==> config.mk <==
export PLATFORM = sky130hd
export DESIGN_NAME = utf8_stream_decoder_flat
export DESIGN_NICKNAME = d
export VERILOG_FILES = /design/src/rtl/usd_pkg.sv /design/src/rtl/usd_ifs.sv /design/src/rtl/usd_front.sv /design/src/rtl/usd_queue.sv /design/src/rtl/usd_back.sv /design/src/rtl/utf8_stream_decoder.sv /design/src/flat_wrapper.sv
export SDC_FILE = /design/constraint.sdc
export NUM_CORES = 1
export LEC_CHECK = 0
export BUFFER_PORTS_ARGS = -buffer_cell sky130_fd_sc_hd__buf_2
export CAP_MARGIN = 15
export CORE_ASPECT_RATIO = 2
export CORE_MARGIN = 3
export CORE_UTILIZATION = 40
export DETAILED_ROUTE_END_ITERATION = 16
export PLACE_DENSITY = 0.55
export SLEW_MARGIN = 40
export SYNTH_ARGS = -nofsm -noshare
export SYNTH_HDL_FRONTEND = slang
export SYNTH_SLANG_ARGS = --single-unit
export TNS_END_PERCENT = 1
==> constraint.sdc <==
create_clock -name i_clk -period 4.9 [get_ports i_clk]
set_input_delay 0.98 -clock i_clk [delete_from_list [all_inputs] [get_ports i_clk]]
set_output_delay 0.98 -clock i_clk [all_outputs]
set_load 0.05 [all_outputs]
==> src/rtl/usd_pkg.sv <==
package usd_pkg;

    localparam int unsigned QUEUE_DEPTH_DEF = 4;

    localparam logic [20:0] REPL_CP  = 21'h00FFFD;
    localparam logic [20:0] MAX_CP   = 21'h10FFFF;
    localparam logic [20:0] SURR_LO  = 21'h00D800;
    localparam logic [20:0] SURR_HI  = 21'h00DFFF;
    localparam logic [20:0] MIN_CP4  = 21'h010000;
    localparam logic [20:0] MIN_CP3  = 21'h000800;
    localparam logic [20:0] MIN_CP2  = 21'h000080;
    localparam logic [7:0]  CONT_MSK = 8'hC0;
    localparam logic [7:0]  CONT_TAG = 8'h80;
    localparam logic [7:0]  LOW6_MSK = 8'h3F;

    localparam logic [2:0]  SEQ_NONE = 3'd0;
    localparam logic [2:0]  SEQ_LEN2 = 3'd2;
    localparam logic [2:0]  SEQ_LEN3 = 3'd3;
    localparam logic [2:0]  SEQ_LEN4 = 3'd4;

    // one accepted byte's worth of results: flush_cnt replacements, then the tail
    typedef struct packed {
        logic [1:0]  flush_cnt;
        logic        has_tail;
        logic [20:0] tail_cp;
        logic        tail_rep;
        logic [2:0]  tail_used;
        logic        eot;
    } t_job;

    typedef struct packed {
        logic [2:0] len;
        logic [4:0] bits;
    } t_lead;

    function automatic t_lead fn_lead(input logic [7:0] b);
        t_lead r;
        r.len  = SEQ_NONE;
        r.bits = 5'd0;
        if (b[7:5] == 3'b110) begin
            r.len  = SEQ_LEN2;
            r.bits = b[4:0];
        end else if (b[7:4] == 4'b1110) begin
            r.len  = SEQ_LEN3;
            r.bits = {1'b0, b[3:0]};
        end else if (b[7:3] == 5'b11110) begin
            r.len  = SEQ_LEN4;
            r.bits = {2'b00, b[2:0]};
        end
        return r;
    endfunction

    function automatic logic [20:0] fn_min_cp(input logic [2:0] len);
        logic [20:0] m;
        unique case (len)
            SEQ_LEN2: m = MIN_CP2;
            SEQ_LEN3: m = MIN_CP3;
            default:  m = MIN_CP4;
        endcase
        return m;
    endfunction

endpackage

==> src/rtl/usd_ifs.sv <==
interface usd_byte_if;
    logic       valid;
    logic       ready;
    logic [7:0] text_byte;
    logic       end_of_text;

    modport source (output valid, output text_byte, output end_of_text, input ready);
    modport sink   (input valid, input text_byte, input end_of_text, output ready);
endinterface

interface usd_cp_if;
    logic        valid;
    logic        ready;
    logic [20:0] code_point;
    logic        replaced;
    logic [2:0]  bytes_used;
    logic        run_last;
    logic        text_done;

    modport source (output valid, output code_point, output replaced, output bytes_used,
                    output run_last, output text_done, input ready);
    modport sink   (input valid, input code_point, input replaced, input bytes_used,
                    input run_last, input text_done, output ready);
endinterface

==> src/rtl/usd_front.sv <==
module usd_front
    import usd_pkg::*;
(
    input  logic        i_clk,
    input  logic        i_rst_n,
    usd_byte_if.sink    i_in,
    input  logic        i_q_full,
    output logic        o_push,
    output t_job        o_job
);

    logic [2:0]  r_exp_len, n_exp_len;
    logic [1:0]  r_held, n_held;
    logic [20:0] r_partial, n_partial;

    logic        accept;
    logic [7:0]  b;
    logic        eot;
    logic [20:0] v;
    logic [2:0]  held_inc;
    logic        bad;
    t_lead       lead;
    t_job        job;

    assign i_in.ready = !i_q_full;
    assign accept     = i_in.valid && i_in.ready;
    assign b          = i_in.text_byte;
    assign eot        = i_in.end_of_text;
    assign v          = {r_partial[14:0], b[5:0]};
    assign held_inc   = {1'b0, r_held} + 3'd1;
    assign lead       = fn_lead(b);
    assign bad        = (v < fn_min_cp(r_exp_len)) || (v > MAX_CP)
                        || (v >= SURR_LO && v <= SURR_HI);

    always_comb begin
        job           = '0;
        job.eot       = eot;
        job.tail_cp   = REPL_CP;
        job.tail_rep  = 1'b1;
        job.tail_used = 3'd1;
        n_exp_len     = r_exp_len;
        n_held        = r_held;
        n_partial     = r_partial;
        if (r_exp_len != SEQ_NONE && (b & CONT_MSK) == CONT_TAG) begin
            if (held_inc >= r_exp_len) begin
                job.has_tail  = 1'b1;
                job.tail_cp   = bad ? REPL_CP : v;
                job.tail_rep  = bad;
                job.tail_used = r_exp_len;
                n_exp_len     = SEQ_NONE;
                n_held        = 2'd0;
                n_partial     = '0;
            end else if (eot) begin
                job.flush_cnt = held_inc[1:0];
                n_exp_len     = SEQ_NONE;
                n_held        = 2'd0;
                n_partial     = '0;
            end else begin
                n_held    = held_inc[1:0];
                n_partial = v;
            end
        end else begin
            job.flush_cnt = (r_exp_len != SEQ_NONE) ? r_held : 2'd0;
            n_exp_len     = SEQ_NONE;
            n_held        = 2'd0;
            n_partial     = '0;
            if (!b[7]) begin
                job.has_tail = 1'b1;
                job.tail_cp  = {13'd0, b};
                job.tail_rep = 1'b0;
            end else if (lead.len != SEQ_NONE && !eot) begin
                n_exp_len = lead.len;
                n_held    = 2'd1;
                n_partial = {16'd0, lead.bits};
            end else begin
                job.has_tail = 1'b1;
            end
        end
    end

    assign o_job  = job;
    assign o_push = accept && (job.has_tail || job.flush_cnt != 2'd0);

    always_ff @(posedge i_clk) begin
        if (!i_rst_n) begin
            r_exp_len <= SEQ_NONE;
            r_held    <= 2'd0;
            r_partial <= '0;
        end else if (accept) begin
            r_exp_len <= n_exp_len;
            r_held    <= n_held;
            r_partial <= n_partial;
        end
    end

endmodule

==> src/rtl/usd_queue.sv <==
module usd_queue
    import usd_pkg::*;
#(
    parameter int unsigned DEPTH = QUEUE_DEPTH_DEF
) (
    input  logic i_clk,
    input  logic i_rst_n,
    input  logic i_push,
    input  t_job i_job,
    output logic o_full,
    output logic o_valid,
    input  logic i_pop,
    output t_job o_job
);

    localparam int unsigned AW = (DEPTH > 1) ? $clog2(DEPTH) : 1;
    localparam int unsigned CW = $clog2(DEPTH + 1);
    localparam logic [AW-1:0] LAST_IDX = AW'(DEPTH - 1);

    t_job          r_mem [DEPTH];
    logic [AW-1:0] r_wptr, r_rptr;
    logic [CW-1:0] r_count;
    logic          do_push, do_pop;

    assign o_full  = (r_count == CW'(DEPTH));
    assign o_valid = (r_count != '0);
    assign o_job   = r_mem[r_rptr];
    assign do_push = i_push && !o_full;
    assign do_pop  = i_pop && o_valid;

    always_ff @(posedge i_clk) begin
        if (do_push) begin
            r_mem[r_wptr] <= i_job;
        end
    end

    always_ff @(posedge i_clk) begin
        if (!i_rst_n) begin
            r_wptr  <= '0;
            r_rptr  <= '0;
            r_count <= '0;
        end else begin
            if (do_push) begin
                r_wptr <= (r_wptr == LAST_IDX) ? '0 : r_wptr + AW'(1);
            end
            if (do_pop) begin
                r_rptr <= (r_rptr == LAST_IDX) ? '0 : r_rptr + AW'(1);
            end
            if (do_push && !do_pop) begin
                r_count <= r_count + CW'(1);
            end else if (do_pop && !do_push) begin
                r_count <= r_count - CW'(1);
            end
        end
    end

endmodule

==> src/rtl/usd_back.sv <==
module usd_back
    import usd_pkg::*;
(
    input  logic     i_clk,
    input  logic     i_rst_n,
    input  logic     i_q_valid,
    input  t_job     i_job,
    output logic     o_pop,
    usd_cp_if.source o_out
);

    logic        r_busy;
    t_job        r_job;
    logic [1:0]  r_left;
    logic        r_ov;
    logic [20:0] r_cp;
    logic        r_rep;
    logic [2:0]  r_used;
    logic        r_last;
    logic        r_done;

    logic slot_free, emit, is_last;

    assign slot_free = !r_ov || o_out.ready;
    assign emit      = r_busy && slot_free;
    assign is_last   = (r_left == 2'd0) || (r_left == 2'd1 && !r_job.has_tail);
    assign o_pop     = i_q_valid && (!r_busy || (emit && is_last));

    always_ff @(posedge i_clk) begin
        if (!i_rst_n) begin
            r_busy <= 1'b0;
            r_left <= 2'd0;
        end else if (o_pop) begin
            r_busy <= 1'b1;
            r_left <= i_job.flush_cnt;
        end else if (emit && is_last) begin
            r_busy <= 1'b0;
        end else if (emit) begin
            r_left <= r_left - 2'd1;
        end
    end

    always_ff @(posedge i_clk) begin
        if (o_pop) begin
            r_job <= i_job;
        end
    end

    always_ff @(posedge i_clk) begin
        if (!i_rst_n) begin
            r_ov <= 1'b0;
        end else if (emit) begin
            r_ov <= 1'b1;
        end else if (o_out.ready) begin
            r_ov <= 1'b0;
        end
    end

    always_ff @(posedge i_clk) begin
        if (emit) begin
            if (r_left != 2'd0) begin
                r_cp   <= REPL_CP;
                r_rep  <= 1'b1;
                r_used <= 3'd1;
            end else begin
                r_cp   <= r_job.tail_cp;
                r_rep  <= r_job.tail_rep;
                r_used <= r_job.tail_used;
            end
            r_last <= is_last;
            r_done <= is_last && r_job.eot;
        end
    end

    assign o_out.valid      = r_ov;
    assign o_out.code_point = r_cp;
    assign o_out.replaced   = r_rep;
    assign o_out.bytes_used = r_used;
    assign o_out.run_last   = r_last;
    assign o_out.text_done  = r_done;

endmodule

==> src/rtl/utf8_stream_decoder.sv <==
// Channel  Dir  Fields                                               Transaction
// i_in     in   text_byte[7:0], end_of_text                          one text byte
// o_out    out  code_point[20:0], replaced, bytes_used[2:0],          one code point
//               run_last, text_done
//
// One byte accepted per cycle while the job queue has room; the front keeps
// the open-sequence state and turns each byte into a job of 0 to 4 results.
// The back delivers one result per cycle while o_out is ready, so a byte causing
// n results takes n transfers. Results are registered in the queue and the back.
// Synchronous active-low reset empties the queue and closes any open sequence.
// o_out stalls back up through the queue to i_in.ready only once it fills.
module utf8_stream_decoder
    import usd_pkg::*;
#(
    parameter int unsigned QUEUE_DEPTH = QUEUE_DEPTH_DEF
) (
    input  logic     i_clk,
    input  logic     i_rst_n,
    usd_byte_if.sink i_in,
    usd_cp_if.source o_out
);

    logic q_full, q_push, q_valid, q_pop;
    t_job push_job, pop_job;

    usd_front u_front (
        .i_clk    (i_clk),
        .i_rst_n  (i_rst_n),
        .i_in     (i_in),
        .i_q_full (q_full),
        .o_push   (q_push),
        .o_job    (push_job)
    );

    usd_queue #(
        .DEPTH (QUEUE_DEPTH)
    ) u_queue (
        .i_clk   (i_clk),
        .i_rst_n (i_rst_n),
        .i_push  (q_push),
        .i_job   (push_job),
        .o_full  (q_full),
        .o_valid (q_valid),
        .i_pop   (q_pop),
        .o_job   (pop_job)
    );

    usd_back u_back (
        .i_clk     (i_clk),
        .i_rst_n   (i_rst_n),
        .i_q_valid (q_valid),
        .i_job     (pop_job),
        .o_pop     (q_pop),
        .o_out     (o_out)
    );

endmodule

==> src/flat_wrapper.sv <==
// flat-port wrapper written by rule: the top's interface ports become plain ports
module utf8_stream_decoder_flat import usd_pkg::*;
#(
    parameter int unsigned QUEUE_DEPTH = QUEUE_DEPTH_DEF
)
  (i_clk, i_rst_n, i_in_valid, i_in_text_byte, i_in_end_of_text, i_in_ready, o_out_valid, o_out_code_point, o_out_replaced, o_out_bytes_used, o_out_run_last, o_out_text_done, o_out_ready);
  usd_byte_if i_in_i ();
  usd_cp_if o_out_i ();
  input  logic i_clk;
  input  logic i_rst_n;
  input wire logic [$bits(i_in_i.valid)-1:0] i_in_valid;
  input wire logic [$bits(i_in_i.text_byte)-1:0] i_in_text_byte;
  input wire logic [$bits(i_in_i.end_of_text)-1:0] i_in_end_of_text;
  output wire logic [$bits(i_in_i.ready)-1:0] i_in_ready;
  output wire logic [$bits(o_out_i.valid)-1:0] o_out_valid;
  output wire logic [$bits(o_out_i.code_point)-1:0] o_out_code_point;
  output wire logic [$bits(o_out_i.replaced)-1:0] o_out_replaced;
  output wire logic [$bits(o_out_i.bytes_used)-1:0] o_out_bytes_used;
  output wire logic [$bits(o_out_i.run_last)-1:0] o_out_run_last;
  output wire logic [$bits(o_out_i.text_done)-1:0] o_out_text_done;
  input wire logic [$bits(o_out_i.ready)-1:0] o_out_ready;
  assign i_in_i.valid = i_in_valid;
  assign i_in_i.text_byte = i_in_text_byte;
  assign i_in_i.end_of_text = i_in_end_of_text;
  assign i_in_ready = i_in_i.ready;
  assign o_out_valid = o_out_i.valid;
  assign o_out_code_point = o_out_i.code_point;
  assign o_out_replaced = o_out_i.replaced;
  assign o_out_bytes_used = o_out_i.bytes_used;
  assign o_out_run_last = o_out_i.run_last;
  assign o_out_text_done = o_out_i.text_done;
  assign o_out_i.ready = o_out_ready;
  utf8_stream_decoder #(.QUEUE_DEPTH(QUEUE_DEPTH)) u_core (.i_clk(i_clk), .i_rst_n(i_rst_n), .i_in(i_in_i), .o_out(o_out_i));
endmodule
==> results <==
- The worst reg2reg path endpoint is u_core.u_queue.r_count[2].
- In this run, the number of DRC markers left after iteration 0 of detailed routing was 239.
- The number of nets in the synthesized netlist is about 530.
- During I/O placement, the number of pins put on the boundary was 42.
- The number of warnings printed during yosys synthesis is 0.
- The routed layout has 4258 vias.
- The effective utilization at floorplan is 40.7%.
- Counting along the longest clock path gives a buffer depth of 3.
- On the final layout, the worst hold slack is 467 ps.
- Yosys mapped a number of flops with a built-in enable equal to between 150 and 200.
- Data on the critical path is required at its endpoint by 5300 ps.
- At the pin with the least slew margin, the transition time is 785 ps.
- VDD sags by at most 0.000241 V.
- Relative to the synthesized area, the layout overhead comes to 14.2%.
- Setup repair after global routing left no endpoint under its margin.
- STA puts the critical path data arrival time at 4030 ps.
- The core area is 19900 sq um.
- Derived from the worst setup path, the maximum achievable clock frequency is 275 MHz.
- The HPWL reported at the end of detailed placement is 9600 um.
- Leaving out fill and tap cells, the most frequent cell in the layout is edfxtp_1.
- Using the TritonRoute via totals, the vias-per-cell ratio works out to 5.17.
- The worst slew margin relative to its limit is 47.6%.
- Of the cells placed in the final design, the portion with a size suffix greater than 1 is 21.6%.
- After filler insertion, the fill cell instance count of the layout stands at 1818.
- The launch point of the worst hold path is u_core.u_front.r_partial[11].
- The detailed-route wire length is ~15000 um.
- The sequential area share after synthesis is between 70% and 80%.
- The nature of the critical path startpoint is a primary input.
- The count of nets after finishing is 577.
- The quantity of I/O buffers inserted on ports is 41.
- In this run the horizontal extent of the chip is 107 um.
- Clock tree synthesis inserted a total of 18 buffers.
- In this run the vertical extent of the chip is 207 um.
- CTS saw 203 sinks.
- The mean area per synthesized cell is around 16 sq um.
- Synthesis inferred 203 register bits.
- In this run the post-CTS setup repair buffer count came out at 0.
- The final number of max-transition violations is 0.
- The synthesized design devotes to its leading area cell type between 60 and 70% of total area.
- In the layout the commonest cells are 170 x edfxtp_1, 44 x nand2_1, 41 x buf_2, 31 x dfxtp_1, 29 x mux4_2.
- The worst hold path was traced through 2 stages.
- Global routing finished with a remaining overflow of 0.
- The path type of the worst min-delay path is reg2reg.
- The routed length per placed instance is 18.3 um.
- The summed instance area of the synthesized netlist is 8100 sq um.
- The critical path is of the in2reg type.
- The most repeated library cell on the critical path is inv_1.
- The overall routing resource usage is 14.2%.
- Setup slack on the worst reg-to-reg path comes out at 1390 ps.
- Ranked by total cell area, the synthesized netlist is headed by edfxtp_1 63%, dfxtp_1 8.2%, mux4_2 8.1%.
- Routability-driven placement finished with a final weighted congestion of 0.824.
- The later pin in the worst-skew pair is clocked with a latency of 480 ps.
- The via count of the first global-routing pass is approximately 4.5k.
- The share of the cycle needed by the critical path after routing is 74.1%.
- In the routed design, unresolved DRC markers number 0.
- The die area is about 22000 sq um.
- The number of cells on the worst reg-to-reg path is 13.
- The residual antenna-violating net count after detailed routing is 0.
- On the worst path, the slowest cell contributes a delay of 500 ps.
- Counting flops with an async set or reset pin after synthesis yields a share of 0%.
- The critical path goes through buf_2 -> nand2b_1 -> or4_1 -> o21ai_1 -> a22oi_2 -> inv_1 -> ha_1 -> inv_1 -> fa_1 -> xor2_1 -> or3_1 -> a21boi_0.
- The biggest fanout along the worst timing path is 21.
- edfxtp_1 takes more of the synthesized area than any other cell.
- The initialized floorplan defines 73 standard-cell rows.
- Counting I/O delays and the setup requirement, the final critical path takes 3630 ps.
- Clock-pin slew was measured on the worst setup and hold paths at ~70 ps.
- In this run the number of H-tree levels came out at 1.
- Counting every instance in the synthesized netlist gives 500.
- The global-route wire length before repair is 24700 um.
- The initial antenna violation count is 0.
- STA classifies the critical path endpoint as a flop.
- The count of hold-fix buffers inserted at cts is 0.
- The number of resized instances in the post-cts repair step is 0.
- Setup violations remaining at the end of the flow were counted as 0.
- The sum of negative setup slack is 0 ps.
- Counting distinct cell types in the post-synthesis netlist gives 51.
- 0 antenna diodes ended up in the layout.
- The pre-antenna-repair detailed-routing pass consisted of 4 iterations.
- Max-cap violations in this run came to 0.
- The startpoint identified for the worst register-to-register timing path is u_core.u_front.r_held[0].
- The tree is rooted in a clkbuf_16.
- The prevailing post-synth register cell is edfxtp_1.
- The clock skew is around 19 ps.
- The static leakage power is 3.06 nW.
- The number of hold violations in the final report is 0.
- The hold path endpoint is u_core.u_front.r_partial[11].
- The run finished with clean final reports.
- Entering global routing, the biggest net connects 35 pins.
- For this design, the slowest cell found on the critical path is or4_1.
- Power spread over the standard cell area amounts to 559 nW/um^2.
- The clock tree from TritonCTS is yes.
critical path, delay by kind of cell:
family	cells	cell delay, ps
compound gates	3	720
xor+xnor	1	170
fa+ha+maj	2	620
buf+inv	3	550
simple gates	3	980
cell type report:
type / count / area [sq um] / area share [%]
Tap cell: 262 / 328 / 3.54
Timing Repair Buffer: 51 / 280 / 3.03
Inverter: 19 / 71.3 / 0.770
Clock inverter: 9 / 100 / 1.08
Multi-Input combinational cell: 256 / 2210 / 23.8
Sequential cell: 203 / 5770 / 62.3
Clock buffer: 23 / 500 / 5.41
Yosys cell counts (2+ instances only):
cell type	count
edfxtp_1	170
nand2_1	44
dfxtp_1	33
mux4_2	29
nand2b_1	20
inv_1	19
a21oi_1	17
nor2b_1	15
and2_1	14
clkbuf_1	14
ha_1	14
nor2_1	10
or3_1	10
o41a_1	9
mux2i_1	6
o21ai_0	6
a31oi_1	5
buf_2	5
nor4_1	5
o22a_1	5
or4_1	5
nand3_1	4
nor3_1	4
a21boi_0	3
a21boi_1	2
a21o_1	2
buf_6	2
nand4_1	2
o22ai_1	2
o31ai_1	2
or3b_1	2
state kept, by name, summed over array words and instances (netlist names), named ones only:
name and cells:
u_core.u_queue.r_mem 116, u_core.u_back.r_job 27, u_core.u_back.o_out.code_point 21, u_core.u_front.r_partial 15, u_core.u_back.o_out.bytes_used 3, u_core.u_front.r_exp_len 3
u_core.u_queue.r_count 3, u_core.u_back.r_left 2, u_core.u_front.r_held 2, u_core.u_queue.r_rptr 2, u_core.u_queue.r_wptr 2, u_core.u_back.o_out.replaced 1
u_core.u_back.o_out.run_last 1, u_core.u_back.o_out.text_done 1, u_core.u_back.o_out.valid 1, u_core.u_back.r_busy 1
worst max path at each step:
stage                           start                        end  slack, ps  cells after the start
finish              i_in_text_byte[7]  u_core.u_queue.r_count[2]       1270                     12
global route        i_in_text_byte[7]  u_core.u_queue.r_count[2]       1020                     12
CTS                 i_in_text_byte[7]  u_core.u_queue.r_count[2]       1260                     12
detailed placement  i_in_text_byte[7]  u_core.u_queue.r_count[2]        770                     12
global placement    i_in_text_byte[7]  u_core.u_queue.r_count[2]        910                     12
floorplan                 o_out_ready  u_core.u_queue.r_count[2]        870                     10
per-stage QoR:
stage | total power, mW | setup slack [ps] | utilization (%) | instance area [sq um] | cells
final | 5.18 | 1270 | 46.5 | 9260 | 823
after global placement | 3.77 | 905 | 43.4 | 8630 | 790
after detailed placement | 3.82 | 767 | 43.4 | 8640 | 791
after floorplan | 3.46 | 867 | - | 8100 | 500
after global routing | 5.44 | 1020 | 46.5 | 9260 | 823
after CTS | 5.27 | 1260 | 46.4 | 9240 | 823
power breakdown:
part	leakage, nW	switching [mW]	total (mW)	internal (mW)
Combinational	0.938	0.816	1.28	0.466
Clock	0.286	0.607	1.44	0.832
Sequential	1.83	0.130	2.46	2.33
per-layer routing:
metal  track usage [%]  vias to the layer above  routed length, um
li1                  -                     2023                  -
met1              16.1                     2114               5710
met2              26.5                       91               8300
met3              1.71                       30                494
met4              5.87                        0                591
met5                 0                        -                  0
logic make-up (layout without fill, tap and decap cells):
| kind of cell | after synthesis | count (layout) | synth area share [%] |
|---|---|---|---|
| xor gates and xnor gates | 2 | 2 | 0.216 |
| adders and majority gates | 15 | 15 | 2.41 |
| muxes | 35 | 35 | 8.80 |
| AOI/OAI and AO/OA | 64 | 64 | 5.99 |
| DFF | 203 | 203 | 71.1 |
| and+or+nand+nor | 140 | 140 | 9.28 |
| buffers and inverters | 41 | 102 | 2.16 |
No activity file was read; power rests on OpenSTA's default activity.
